$ cat src/rtl/bpc_pkg.sv
// ----------------------------------------------------------------------------
// bpc_pkg
// Types and constants shared by the button press classifier and its checker.
// ----------------------------------------------------------------------------
`default_nettype none

package bpc_pkg;

  localparam int TIME_W   = 16;
  localparam int TICKS_W  = 15;
  localparam int BUTTON_W = 3;
  localparam int CFG_IDX_W  = 2;
  localparam int CFG_DATA_W = 16;

  localparam logic CMD_TICK   = 1'b0;
  localparam logic CMD_SAMPLE = 1'b1;

  localparam logic LEVEL_PRESSED  = 1'b0;
  localparam logic LEVEL_RELEASED = 1'b1;

  typedef enum logic [CFG_IDX_W-1:0] {
    REG_SETTLE_TICKS     = 2'd0,
    REG_LONG_PRESS_TICKS = 2'd1,
    REG_TIME_WRAP        = 2'd2
  } cfg_reg_t;

  typedef enum logic [1:0] {
    KIND_NONE  = 2'd0,
    KIND_SHORT = 2'd1,
    KIND_LONG  = 2'd2
  } press_kind_t;

  localparam logic [TICKS_W-1:0] SETTLE_TICKS_RESET     = 15'd30;
  localparam logic [TICKS_W-1:0] LONG_PRESS_TICKS_RESET = 15'd2000;
  localparam logic [TIME_W-1:0]  TIME_WRAP_RESET        = 16'd65534;

endpackage

`default_nettype wire

$ cat src/rtl/button_press_classifier.sv
// ----------------------------------------------------------------------------
// button_press_classifier
// Debounce of active-low buttons with short and long press detection.
// ----------------------------------------------------------------------------
// Takes one item per clock cycle while the result side keeps up. A tick item
// advances the shared time base, or at the wrap value restarts it and releases
// every button; a sample item for an in-range button updates its debounce state
// and classifies it. Each item produces exactly one result, in the cycle after
// its transfer, held in an output register; a new item is taken whenever that
// register is empty or is being drained in the same cycle. Registers are written
// through the configuration channel, which is always ready.
// ----------------------------------------------------------------------------
`default_nettype none

module button_press_classifier #(
  parameter int NUM_BUTTONS = 6
) (
  input  wire logic                             clk,
  input  wire logic                             rst,
  input  wire logic                             cfg_valid,
  output logic                                  cfg_ready,
  input  wire logic [bpc_pkg::CFG_IDX_W-1:0]    cfg_index,
  input  wire logic [bpc_pkg::CFG_DATA_W-1:0]   cfg_data,
  input  wire logic                             in_valid,
  output logic                                  in_ready,
  input  wire logic                             cmd,
  input  wire logic [bpc_pkg::BUTTON_W-1:0]     button,
  input  wire logic                             level,
  output logic                                  out_valid,
  input  wire logic                             out_ready,
  output logic [1:0]                            press_kind,
  output logic [bpc_pkg::BUTTON_W-1:0]          button_echo
);

  localparam int IDX_W = (NUM_BUTTONS > 1) ? $clog2(NUM_BUTTONS) : 1;
  localparam int EXT_W = (IDX_W > bpc_pkg::BUTTON_W) ? IDX_W : bpc_pkg::BUTTON_W;

  logic [bpc_pkg::TICKS_W-1:0] settle_ticks;
  logic [bpc_pkg::TICKS_W-1:0] long_press_ticks;
  logic [bpc_pkg::TIME_W-1:0]  time_wrap;

  logic [bpc_pkg::TIME_W-1:0]  tick_time;
  logic                        previous_level [NUM_BUTTONS];
  logic                        stable_level   [NUM_BUTTONS];
  logic [bpc_pkg::TIME_W-1:0]  change_time    [NUM_BUTTONS];

  logic                        in_accept;
  logic [bpc_pkg::TIME_W-1:0]  tick_next;
  logic                        wrap;
  logic [EXT_W-1:0]            btn_ext;
  logic                        in_range;
  logic [IDX_W-1:0]            idx;
  logic [bpc_pkg::TIME_W-1:0]  change_next;
  logic signed [bpc_pkg::TIME_W:0] hold;
  logic                        settled;
  logic                        long_held;
  logic                        stable_next;
  logic                        prev_next;
  bpc_pkg::press_kind_t        kind;

  assign cfg_ready = 1'b1;
  assign in_ready  = !out_valid || out_ready;
  assign in_accept = in_valid && in_ready;

  assign tick_next = tick_time + 1'b1;
  assign wrap      = tick_next >= time_wrap;

  assign btn_ext  = EXT_W'(button);
  assign in_range = (EXT_W + 1)'(btn_ext) < (EXT_W + 1)'(NUM_BUTTONS);
  assign idx      = btn_ext[IDX_W-1:0];

  always_comb begin
    change_next = (level != previous_level[idx]) ? tick_time : change_time[idx];
    hold        = {1'b0, tick_time - change_next};
    hold[bpc_pkg::TIME_W] = hold[bpc_pkg::TIME_W-1];
    settled     = hold > $signed({2'b00, settle_ticks});
    long_held   = hold > $signed({2'b00, long_press_ticks});
    stable_next = stable_level[idx];
    prev_next   = level;
    kind        = bpc_pkg::KIND_NONE;
    if (in_range && settled) begin
      if (level != stable_level[idx]) begin
        stable_next = level;
        if (level == bpc_pkg::LEVEL_RELEASED) begin
          kind = bpc_pkg::KIND_SHORT;
        end
      end else if (stable_level[idx] == bpc_pkg::LEVEL_PRESSED && long_held) begin
        kind        = bpc_pkg::KIND_LONG;
        stable_next = bpc_pkg::LEVEL_RELEASED;
        prev_next   = bpc_pkg::LEVEL_RELEASED;
      end
    end
  end

  always_ff @(posedge clk) begin
    if (rst) begin
      settle_ticks     <= bpc_pkg::SETTLE_TICKS_RESET;
      long_press_ticks <= bpc_pkg::LONG_PRESS_TICKS_RESET;
      time_wrap        <= bpc_pkg::TIME_WRAP_RESET;
      tick_time        <= '0;
      out_valid        <= 1'b0;
      for (int i = 0; i < NUM_BUTTONS; i++) begin
        previous_level[i] <= bpc_pkg::LEVEL_RELEASED;
        stable_level[i]   <= bpc_pkg::LEVEL_RELEASED;
        change_time[i]    <= '0;
      end
    end else begin
      if (cfg_valid) begin
        unique case (cfg_index)
          bpc_pkg::REG_SETTLE_TICKS:     settle_ticks     <= cfg_data[bpc_pkg::TICKS_W-1:0];
          bpc_pkg::REG_LONG_PRESS_TICKS: long_press_ticks <= cfg_data[bpc_pkg::TICKS_W-1:0];
          bpc_pkg::REG_TIME_WRAP:        time_wrap        <= cfg_data;
          default: ;
        endcase
      end
      if (in_accept) begin
        if (cmd == bpc_pkg::CMD_TICK) begin
          if (wrap) begin
            tick_time <= '0;
            for (int i = 0; i < NUM_BUTTONS; i++) begin
              previous_level[i] <= bpc_pkg::LEVEL_RELEASED;
              stable_level[i]   <= bpc_pkg::LEVEL_RELEASED;
            end
          end else begin
            tick_time <= tick_next;
          end
        end else if (in_range) begin
          change_time[idx]    <= change_next;
          stable_level[idx]   <= stable_next;
          previous_level[idx] <= prev_next;
        end
        out_valid <= 1'b1;
      end else if (out_ready) begin
        out_valid <= 1'b0;
      end
    end
  end

  always_ff @(posedge clk) begin
    if (in_accept) begin
      if (cmd == bpc_pkg::CMD_TICK) begin
        press_kind  <= bpc_pkg::KIND_NONE;
        button_echo <= '0;
      end else begin
        press_kind  <= kind;
        button_echo <= button;
      end
    end
  end

endmodule

`default_nettype wire

$ cat config.mk
export PLATFORM = sky130hd
export DESIGN_NAME = button_press_classifier
export DESIGN_NICKNAME = d
export VERILOG_FILES = /design/src/rtl/bpc_pkg.sv /design/src/rtl/button_press_classifier.sv
export SDC_FILE = /design/constraint.sdc
export NUM_CORES = 1
export LEC_CHECK = 0
export BUFFER_PORTS_ARGS = -buffer_cell sky130_fd_sc_hd__buf_2
export CAP_MARGIN = 10
export CORE_MARGIN = 3
export CORE_UTILIZATION = 50
export CTS_BUF_LIST = sky130_fd_sc_hd__clkbuf_16
export CTS_CLUSTER_SIZE = 30
export DETAILED_ROUTE_END_ITERATION = 16
export HOLD_SLACK_MARGIN = 0.08
export PLACE_DENSITY = 0.63
export SLEW_MARGIN = 20
export SYNTH_ARGS = -nofsm -noshare
export SYNTH_HDL_FRONTEND = slang
export SYNTH_SLANG_ARGS = --single-unit
$ cat constraint.sdc
create_clock -name clk -period 16.76 [get_ports clk]
set_input_delay 1.676 -clock clk [delete_from_list [all_inputs] [get_ports clk]]
set_output_delay 1.676 -clock clk [all_outputs]
set_load 0.01 [all_outputs]
==> metrics.log, run 1 <==
[metrics] Avg Vias per Cell: 5.58
[metrics] type of the worst setup path: primary input to flip-flop
[metrics] CTS HTree Levels: 1
[metrics] Pre-Repair DR Iteration Count: 5
[metrics] insertion delay of the later-clocked pin in the worst-skew pair: 0.52 ns
[metrics] remaining antenna violation count: 0
[metrics] pin count of the biggest net entering global routing: 77
[metrics] number of nets in the finished design: 1130
[metrics] GRT Overall Usage: 21.8%
[metrics] Hold-fix buffers, CTS: 0
[metrics] Inst Count DP: 1282
[metrics] slew margin rel.: 25.9%
[metrics] number of buffers on the longest clock path: 3
[metrics] fraction of the yosys area taken by sequential cells: 52.4%
[metrics] Die Wd: 152 microns
[metrics] startpoint of the worst register-to-register path: previous_level[7]
[metrics] number of top-level design ports: 36
[metrics] Worst R2R End: previous_level[5]
[metrics] sequential share of power: 46.2%
[metrics] count of max-cap constraint violations: 0
[metrics] proportion of synthesized flip-flops having asynchronous set or reset: 0%
[metrics] critical path capture point: previous_level[5]
[metrics] wire length of the first global-routing pass: 40700 microns
[metrics] Overflow after GRT: 0
[metrics] cell-internal power: 934 uW
[metrics] remaining routing DRC violations: 0
[metrics] Post-CTS Setup Bufs: 0
[metrics] EDFF count, synth: 137
[metrics] relative area change from synthesis to final layout: 12.2%
[metrics] number of cell rows: 52
[metrics] core footprint: 20600 sq um
[metrics] final worst clock skew: 0.0160 ns
[metrics] unique cell type count in the Yosys netlist: 52
[metrics] Final Instance Count excl. Fillers: 1326
[metrics] post-detailed-placement cell area: 11300 sq um
[metrics] ratio of cells with drive above 1 in the final layout: 12.1%
[metrics] cell count of the worst hold path: 2
[metrics] diodes inserted: 0
[metrics] Static Leakage: 4.89 nW
[metrics] clock-pin slew of the registers on the worst-case setup and hold paths: 0.06 ns
[metrics] initial DRC count: 612
[metrics] kind of capture point of the worst setup path: flip-flop
[metrics] reported net switching power: 321 uW
[metrics] largest driver fanout on the critical path: 42
[metrics] root buffer cell: sky130_fd_sc_hd__clkbuf_16
[metrics] transition time at the pin with the least slew margin: 1.11 ns
[metrics] run status: complete, no violations
[metrics] Critical Path AT: 8.14 ns
[metrics] Period minus WS final: 7.74 ns
[metrics] number of standard cells after synthesis: 981
[metrics] worst reg2reg setup slack: 10.63 ns
[metrics] die height: 152 microns
[metrics] setup repair after global routing missed its margin: false
[metrics] via total after detailed routing: 7397
[metrics] Layout Cell Area excl Fill: 12000 sq um
[metrics] number of synthesis warnings: 0
[metrics] Cell Pwr Density: 104 nW/um^2
[metrics] Clock Sinks: 212
[metrics] Setup TNS Final: 0 ns
[metrics] Final Max Tran Viols: 0
[metrics] via count of the first global-routing pass: 7513
[metrics] Period Utilization, post-route: 46.2%
[metrics] launching instance or port of the critical path: button[0]
[metrics] area of the die: 23200 sq um
[metrics] CTS buffer count: 24
[metrics] count of final hold-check violations: 0
[metrics] type of element launching the critical path: primary input
[metrics] total of cells resized after clock tree synthesis: 0
[metrics] CTS tree: yes
[metrics] Comb power frac: 13.4%
[metrics] final count of negative-setup-slack endpoints: 0
[metrics] final estimated routing congestion in global placement: 0.850
[metrics] number of antenna violations at the first check in global routing: 0
[metrics] clock share of power: 40.4%
[metrics] path class of the lowest-slack min-delay path: flip-flop to flip-flop
[metrics] post-layout total power: 1.26 mW
[metrics] worst vdd ir: 0.0811 mV
[metrics] Post-Synthesis Mean Instance Area: 10.9 sq um
[metrics] average wire length per cell after detail routing: 19.2 microns
[metrics] post-synthesis register bit count: 212
[metrics] worst-case reg-to-reg path depth: 25
[metrics] leading register cell type out of synthesis: sky130_fd_sc_hd__edfxtp_1
[metrics] starting utilization of the core area: 51.9%
[metrics] area of the mapped netlist: 10700 sq um
[metrics] f_max: 0.129 GHz
[metrics] number of buffers inserted by port buffering: 34
[metrics] switching share of power: 25.6%
[metrics] final wirelength: 25400 microns
[metrics] Critical Path RT: 17.16 ns
[metrics] half-perimeter wire length after placement: 17200 microns
[power by group through the flow]
stage / combinational, mW / clock (mW) / sequential [mW]
3_3_place_gp: 0.164 / 0 / 0.591
5_1_grt: 0.188 / 0.533 / 0.582
6_report: 0.168 / 0.507 / 0.580
2_1_floorplan: 0.118 / 0 / 0.590
4_1_cts: 0.168 / 0.515 / 0.581
3_5_place_dp: 0.167 / 0 / 0.592
[metrics by stage]
step	util (%)	hold WS, ns	worst slack, ns
finish	58.3	0.455	9.02
CTS	58.3	0.457	9.06
global placement	54.5	0.444	8.65
floorplan	-	0.436	9.79
detailed placement	54.5	0.448	8.55
global route	58.3	0.472	8.44
[critical path: stages]
cell and delay (ns):
sky130_fd_sc_hd__buf_2 0.07, sky130_fd_sc_hd__buf_4 0.61, sky130_fd_sc_hd__mux4_2 0.59, sky130_fd_sc_hd__mux2i_1 0.23, sky130_fd_sc_hd__xnor2_2 0.13, sky130_fd_sc_hd__buf_4 0.32, sky130_fd_sc_hd__nor2_1 0.09, sky130_fd_sc_hd__a21oi_1 0.42
sky130_fd_sc_hd__inv_1 0.09, sky130_fd_sc_hd__ha_1 0.22, sky130_fd_sc_hd__fa_1 0.40, sky130_fd_sc_hd__nor2b_1 0.11, sky130_fd_sc_hd__o21ai_0 0.11, sky130_fd_sc_hd__a21boi_0 0.35, sky130_fd_sc_hd__o2111ai_1 0.25, sky130_fd_sc_hd__nand3_1 0.16
sky130_fd_sc_hd__nand2_1 0.07, sky130_fd_sc_hd__xnor2_1 0.15, sky130_fd_sc_hd__ha_1 0.30, sky130_fd_sc_hd__and4_1 0.18, sky130_fd_sc_hd__nand3_1 0.12, sky130_fd_sc_hd__o31ai_1 0.26, sky130_fd_sc_hd__o21bai_1 0.15, sky130_fd_sc_hd__o31ai_1 0.14
sky130_fd_sc_hd__a31oi_1 0.56, sky130_fd_sc_hd__mux2i_1 0.14, sky130_fd_sc_hd__or2_1 0.23
[Yosys cell counts (14+ instances only)]
master | count | share of area (%)
sky130_fd_sc_hd__clkbuf_1 | 34 | 1.2
sky130_fd_sc_hd__xnor2_1 | 15 | 1.2
sky130_fd_sc_hd__a21oi_1 | 84 | 3.9
sky130_fd_sc_hd__dfxtp_1 | 75 | 14
sky130_fd_sc_hd__ha_1 | 63 | 7.4
sky130_fd_sc_hd__nor3_1 | 18 | 0.84
sky130_fd_sc_hd__mux4_2 | 36 | 7.6
sky130_fd_sc_hd__xor2_1 | 14 | 1.1
sky130_fd_sc_hd__a211o_1 | 26 | 2.1
sky130_fd_sc_hd__nor2_1 | 169 | 5.9
sky130_fd_sc_hd__mux2i_1 | 21 | 2.0
sky130_fd_sc_hd__o21ai_0 | 22 | 1.0
sky130_fd_sc_hd__edfxtp_1 | 137 | 38
sky130_fd_sc_hd__nand2_1 | 72 | 2.5
sky130_fd_sc_hd__inv_1 | 57 | 2.0
[how the worst min path moves through the flow]
stage                                     from              endpoint
after floorplan           long_press_ticks[11]  long_press_ticks[11]
after global placement         settle_ticks[5]       settle_ticks[5]
after detailed placement   long_press_ticks[5]   long_press_ticks[5]
after CTS                  long_press_ticks[5]   long_press_ticks[5]
after global routing           settle_ticks[6]       settle_ticks[6]
final                      long_press_ticks[2]   long_press_ticks[2]
[layout make-up]
| type | count | area (sq um) |
|---|---|---|
| Sequential cell | 212 | 5620 |
| Multi-Input combinational cell | 701 | 4850 |
| Clock buffer | 26 | 651 |
| Tap cell | 270 | 338 |
| Timing Repair Buffer | 42 | 238 |
| Fill cell | 1777 | 8610 |
| Inverter | 57 | 214 |
| Clock inverter | 18 | 113 |
[layout by cell type, fill, tap and decap left out, drive strengths merged, types with 3 or more instances in the layout]
cell type and instances:
clkbuf 26, mux2i 21, xor2 14, and3b 3
and4 3, nand2 72, ha 63, a211o 26
buf 42, a21oi 84, and3 7, or3 3
a21o 9, or2 6, nor3 18, a22oi 3
nand4 7, o211ai 5, nand3b 9, nor4 3
nand3 12, o21ai 22, conb 37, clkinv 5
inv 68, mux4 36, nor2b 10, xnor2 15
and2 4, dfxtp 75, edfxtp 137, nand2b 12
nor2 169, o21bai 3, o21a 3
[sequential cells by signal (all words and copies together) (netlist names)]
register          count
out_valid             1
stable_level          8
long_press_ticks     15
previous_level        8
time_wrap            16
button_echo           3
change_time         128
press_kind            2
settle_ticks         15
tick_time            16
[per-layer routing]
metal / wire, microns / up-vias / part of all wire [%] / track usage, %
met4: 439 / 0 / 1.7 / 4.07
met5: 0 / - / 0 / 0
met1: 11800 / 3590 / 47 / 31.5
li1: - / 3601 / - / -
met2: 12000 / 166 / 47 / 36.1
met3: 1140 / 40 / 4.5 / 2.78
[logic make-up (layout without fill, tap and decap cells)]
kind of cell	after synthesis	after routing	share of synthesized area, %
DFF	212	212	52.4
buffers and inverters	103	143	3.69
xor gates and xnor gates	29	29	2.37
other	2	37	0.0701
AOI/OAI and AO/OA	173	173	10.1
and+or+nand+nor	340	340	14.2
muxes	58	58	9.64
adders and majority gates	64	64	7.55
Power figures use the tool's default switching activity.
==> run 2, diff against run 1 <==
- ABC_AREA: not set -> 1
- PLACE_DENSITY: 0.63 -> 0.66
- clock period: 16.76 -> 6.6 ns (I/O delays scaled with it)
==> run 2 against run 1 <==
  * Area after synthesis up 2.9%
  * Sequential power rose to 2.6 times the previous value
  * Clock power up 130%
  * Count of clock-buffer cells in the layout down 2
  * Setup slack worse by 7.6 ns
  * Critical path type unchanged
  * Largest power group unchanged
  * Highest routed layer unchanged
==> metrics.log, run 2 <==
[metrics] run status: complete, no violations
[metrics] Hold-fix buffers, CTS: 0
[metrics] area of the mapped netlist: 11000 sq um
[metrics] pin count of the biggest net entering global routing: 66
[metrics] Setup TNS Final: 0 ns
[metrics] Setup Slack @ Placement: 0.959 ns
[metrics] type of element launching the critical path: primary input
[metrics] kind of capture point of the worst setup path: flip-flop
[metrics] transition time at the pin with the least slew margin: 1.02 ns
[metrics] type of the worst setup path: primary input to flip-flop
[metrics] core footprint: 21400 sq um
[metrics] Clock Sinks: 212
[metrics] EDFF count, synth: 137
[metrics] largest driver fanout on the critical path: 20
[metrics] average wire length per cell after detail routing: 17.5 microns
[metrics] leading cell type by number of instances after synthesis: sky130_fd_sc_hd__nand2_1
[metrics] number of synthesis warnings: 0
[metrics] unique cell type count in the Yosys netlist: 43
[metrics] hold_ws: 0.366 ns
[metrics] largest reg by FF count: change_time
[metrics] Post-Synthesis Mean Instance Area: 8.68 sq um
[metrics] number of top-level design ports: 36
[metrics] minimum setup slack in the final design: 1.43 ns
[metrics] CTS tree: yes
[metrics] top cell types by occurrence after synthesis: sky130_fd_sc_hd__nand2_1 (247), sky130_fd_sc_hd__nor2_1 (191), sky130_fd_sc_hd__edfxtp_1 (137)
[metrics] Post-CTS Setup Bufs: 0
[metrics] most area-consuming cells after synthesis: sky130_fd_sc_hd__edfxtp_1 (37%), sky130_fd_sc_hd__dfxtp_1 (14%), sky130_fd_sc_hd__nand2_1 (8.4%)
[metrics] setup repair after global routing missed its margin: false
[metrics] Cell Pwr Density: 260 nW/um^2
[metrics] cell count of the worst hold path: 3
[metrics] insertion delay of the later-clocked pin in the worst-skew pair: 0.52 ns
[metrics] final count of negative-setup-slack endpoints: 0
[metrics] remaining antenna violation count: 0
[metrics] Critical Path RT: 6.86 ns
[metrics] Period minus WS final: 5.17 ns
[metrics] Pre-Repair DR Iteration Count: 7
[metrics] share of the synthesized area in the top cell type: 37.3%
[metrics] number of buffers on the longest clock path: 3
[metrics] wire length of the first global-routing pass: 44400 microns
[metrics] number of standard cells after synthesis: 1269
[metrics] leading register cell type out of synthesis: sky130_fd_sc_hd__edfxtp_1
[metrics] worst reg2reg setup slack: 1.58 ns
[metrics] number of buffers inserted by port buffering: 34
[metrics] fraction of the yosys area taken by sequential cells: 51.0%
[metrics] number of cell rows: 53
[metrics] CP peak stage delay: 0.42 ns
[metrics] diodes inserted: 0
[metrics] clock-pin slew of the registers on the worst-case setup and hold paths: 0.06 ns
[metrics] most common library cell in the layout ignoring fill and taps: sky130_fd_sc_hd__nand2_1
[metrics] Yosys top cell by area: sky130_fd_sc_hd__edfxtp_1
[metrics] CTS buffer count: 24
[metrics] root buffer cell: sky130_fd_sc_hd__clkbuf_16
[metrics] via count of the first global-routing pass: 8219
[metrics] count of final hold-check violations: 0
[metrics] Avg Vias per Cell: 5.40
[metrics] Final Instance Count excl. Fillers: 1615
[metrics] Static Leakage: 5.31 nW
[metrics] slew margin rel.: 31.6%
[metrics] remaining routing DRC violations: 0
[metrics] proportion of synthesized flip-flops having asynchronous set or reset: 0%
[metrics] total of cells resized after clock tree synthesis: 0
[metrics] die height: 154 microns
[metrics] initial DRC count: 687
[metrics] number of antenna violations at the first check in global routing: 0
[metrics] f_max: 0.193 GHz
[metrics] leading cell types in the layout, fill and taps excluded: sky130_fd_sc_hd__nand2_1 (247), sky130_fd_sc_hd__nor2_1 (191), sky130_fd_sc_hd__edfxtp_1 (137)
[metrics] half-perimeter wire length after placement: 19500 microns
[metrics] Critical Path AT: 5.43 ns
[metrics] path class of the lowest-slack min-delay path: primary input to flip-flop
[metrics] Period Utilization, post-route: 78.3%
[metrics] Layout Cell Area excl Fill: 12200 sq um
[metrics] final worst clock skew: 0.0140 ns
[metrics] fraction of the core area covered by cells at the end of the flow: 57.0%
[metrics] Final Max Tran Viols: 0
[metrics] relative area change from synthesis to final layout: 10.5%
[metrics] GRT Overall Usage: 23.2%
[metrics] starting utilization of the core area: 51.6%
[metrics] final estimated routing congestion in global placement: 1.00
[metrics] count of max-cap constraint violations: 0
[metrics] Inst Count DP: 1571
[metrics] final wirelength: 28200 microns
[metrics] number of nets in the finished design: 1414
[metrics] worst vdd ir: 0.222 mV
[metrics] post-synthesis register bit count: 212
[metrics] area of the die: 23800 sq um
[metrics] ratio of cells with drive above 1 in the final layout: 8.66%
[metrics] CTS HTree Levels: 1
[metrics] worst-case reg-to-reg path depth: 27
[metrics] slowest CP cell: sky130_fd_sc_hd__o21ai_1
[metrics] number of flip-flops under the largest register name: 128
[metrics] Die Wd: 154 microns
[metrics] post-layout total power: 3.16 mW
[metrics] via total after detailed routing: 8729
[metrics] leading registers by flop count: change_time x128, tick_time x16, time_wrap x16
[metrics] post-detailed-placement cell area: 11500 sq um
[metrics] Overflow after GRT: 0
-- run 2: cell types whose count changed after synthesis, moves of 16 or more --
cell / change
sky130_fd_sc_hd__nand2_1: +175
sky130_fd_sc_hd__nor2_1: +22
sky130_fd_sc_hd__o22ai_1: +26
sky130_fd_sc_hd__o211ai_1: +21
sky130_fd_sc_hd__o21ai_0: +72
sky130_fd_sc_hd__inv_2: +19
sky130_fd_sc_hd__inv_1: +68
sky130_fd_sc_hd__a211o_1: -26
sky130_fd_sc_hd__mux2i_1: -21
sky130_fd_sc_hd__nand3_1: +30
sky130_fd_sc_hd__mux4_2: -36
sky130_fd_sc_hd__a21oi_1: -16
-- run 2: layout make-up --
| cell class | count | area (sq um) |
|---|---|---|
| fill | 1969 | 9180 |
| sequential | 212 | 5620 |
| multi-input combinational | 896 | 4730 |
| clock buffer | 24 | 601 |
| inverter | 145 | 544 |
| tap | 275 | 344 |
| timing repair buffer | 43 | 238 |
| clock inverter | 20 | 100 |
-- run 2: logic make-up (layout without fill, tap and decap cells) --
| family | count (synthesis) | in the layout | share of synthesized area (%) |
|---|---|---|---|
| AND/OR/NAND/NOR | 519 | 519 | 19.2 |
| buffers and inverters | 196 | 232 | 7.34 |
| XOR/XNOR | 27 | 27 | 2.15 |
| adder cells (fa/ha/maj) | 64 | 64 | 7.34 |
| AO/OA/AOI/OAI | 249 | 249 | 12.9 |
| other | 2 | 37 | 0.0682 |
| flip-flops | 212 | 212 | 51.0 |
-- run 2: critical path, delay by kind of cell --
kind | cells | cell delay, ns
AOI/OAI and AO/OA | 7 | 1.49
xor gates and xnor gates | 1 | 0.14
and+or+nand+nor | 12 | 1.21
buffers and inverters | 7 | 0.96
adders and majority gates | 3 | 0.92
-- run 2: where the power goes --
part / switching (mW) / leakage [nW] / internal [mW]
Combinational: 0.330 / 2.91 / 0.153
Clock: 0.532 / 0.375 / 0.661
Sequential: 0.0159 / 2.02 / 1.47
-- run 2: per-layer routing --
layer | part of all wire, % | vias up | wire length [microns] | GRT usage [%]
li1 | - | 4319 | - | -
met1 | 45 | 4116 | 12600 | 33.1
met2 | 47 | 263 | 13300 | 38.1
met3 | 6.5 | 31 | 1840 | 3.36
met4 | 1.4 | 0 | 392 | 5.05
met5 | 0 | - | 0 | 0
-- run 2: path summary, 6_finish.rpt --
| check | startpoint | to |
|---|---|---|
| worst max register to register | previous_level[5] | stable_level[6] |
| worst min register to register | long_press_ticks[14] | long_press_ticks[14] |
| worst min-delay path | cfg_data[15] | time_wrap[15] |
| worst max-delay path | button[2] | stable_level[6] |
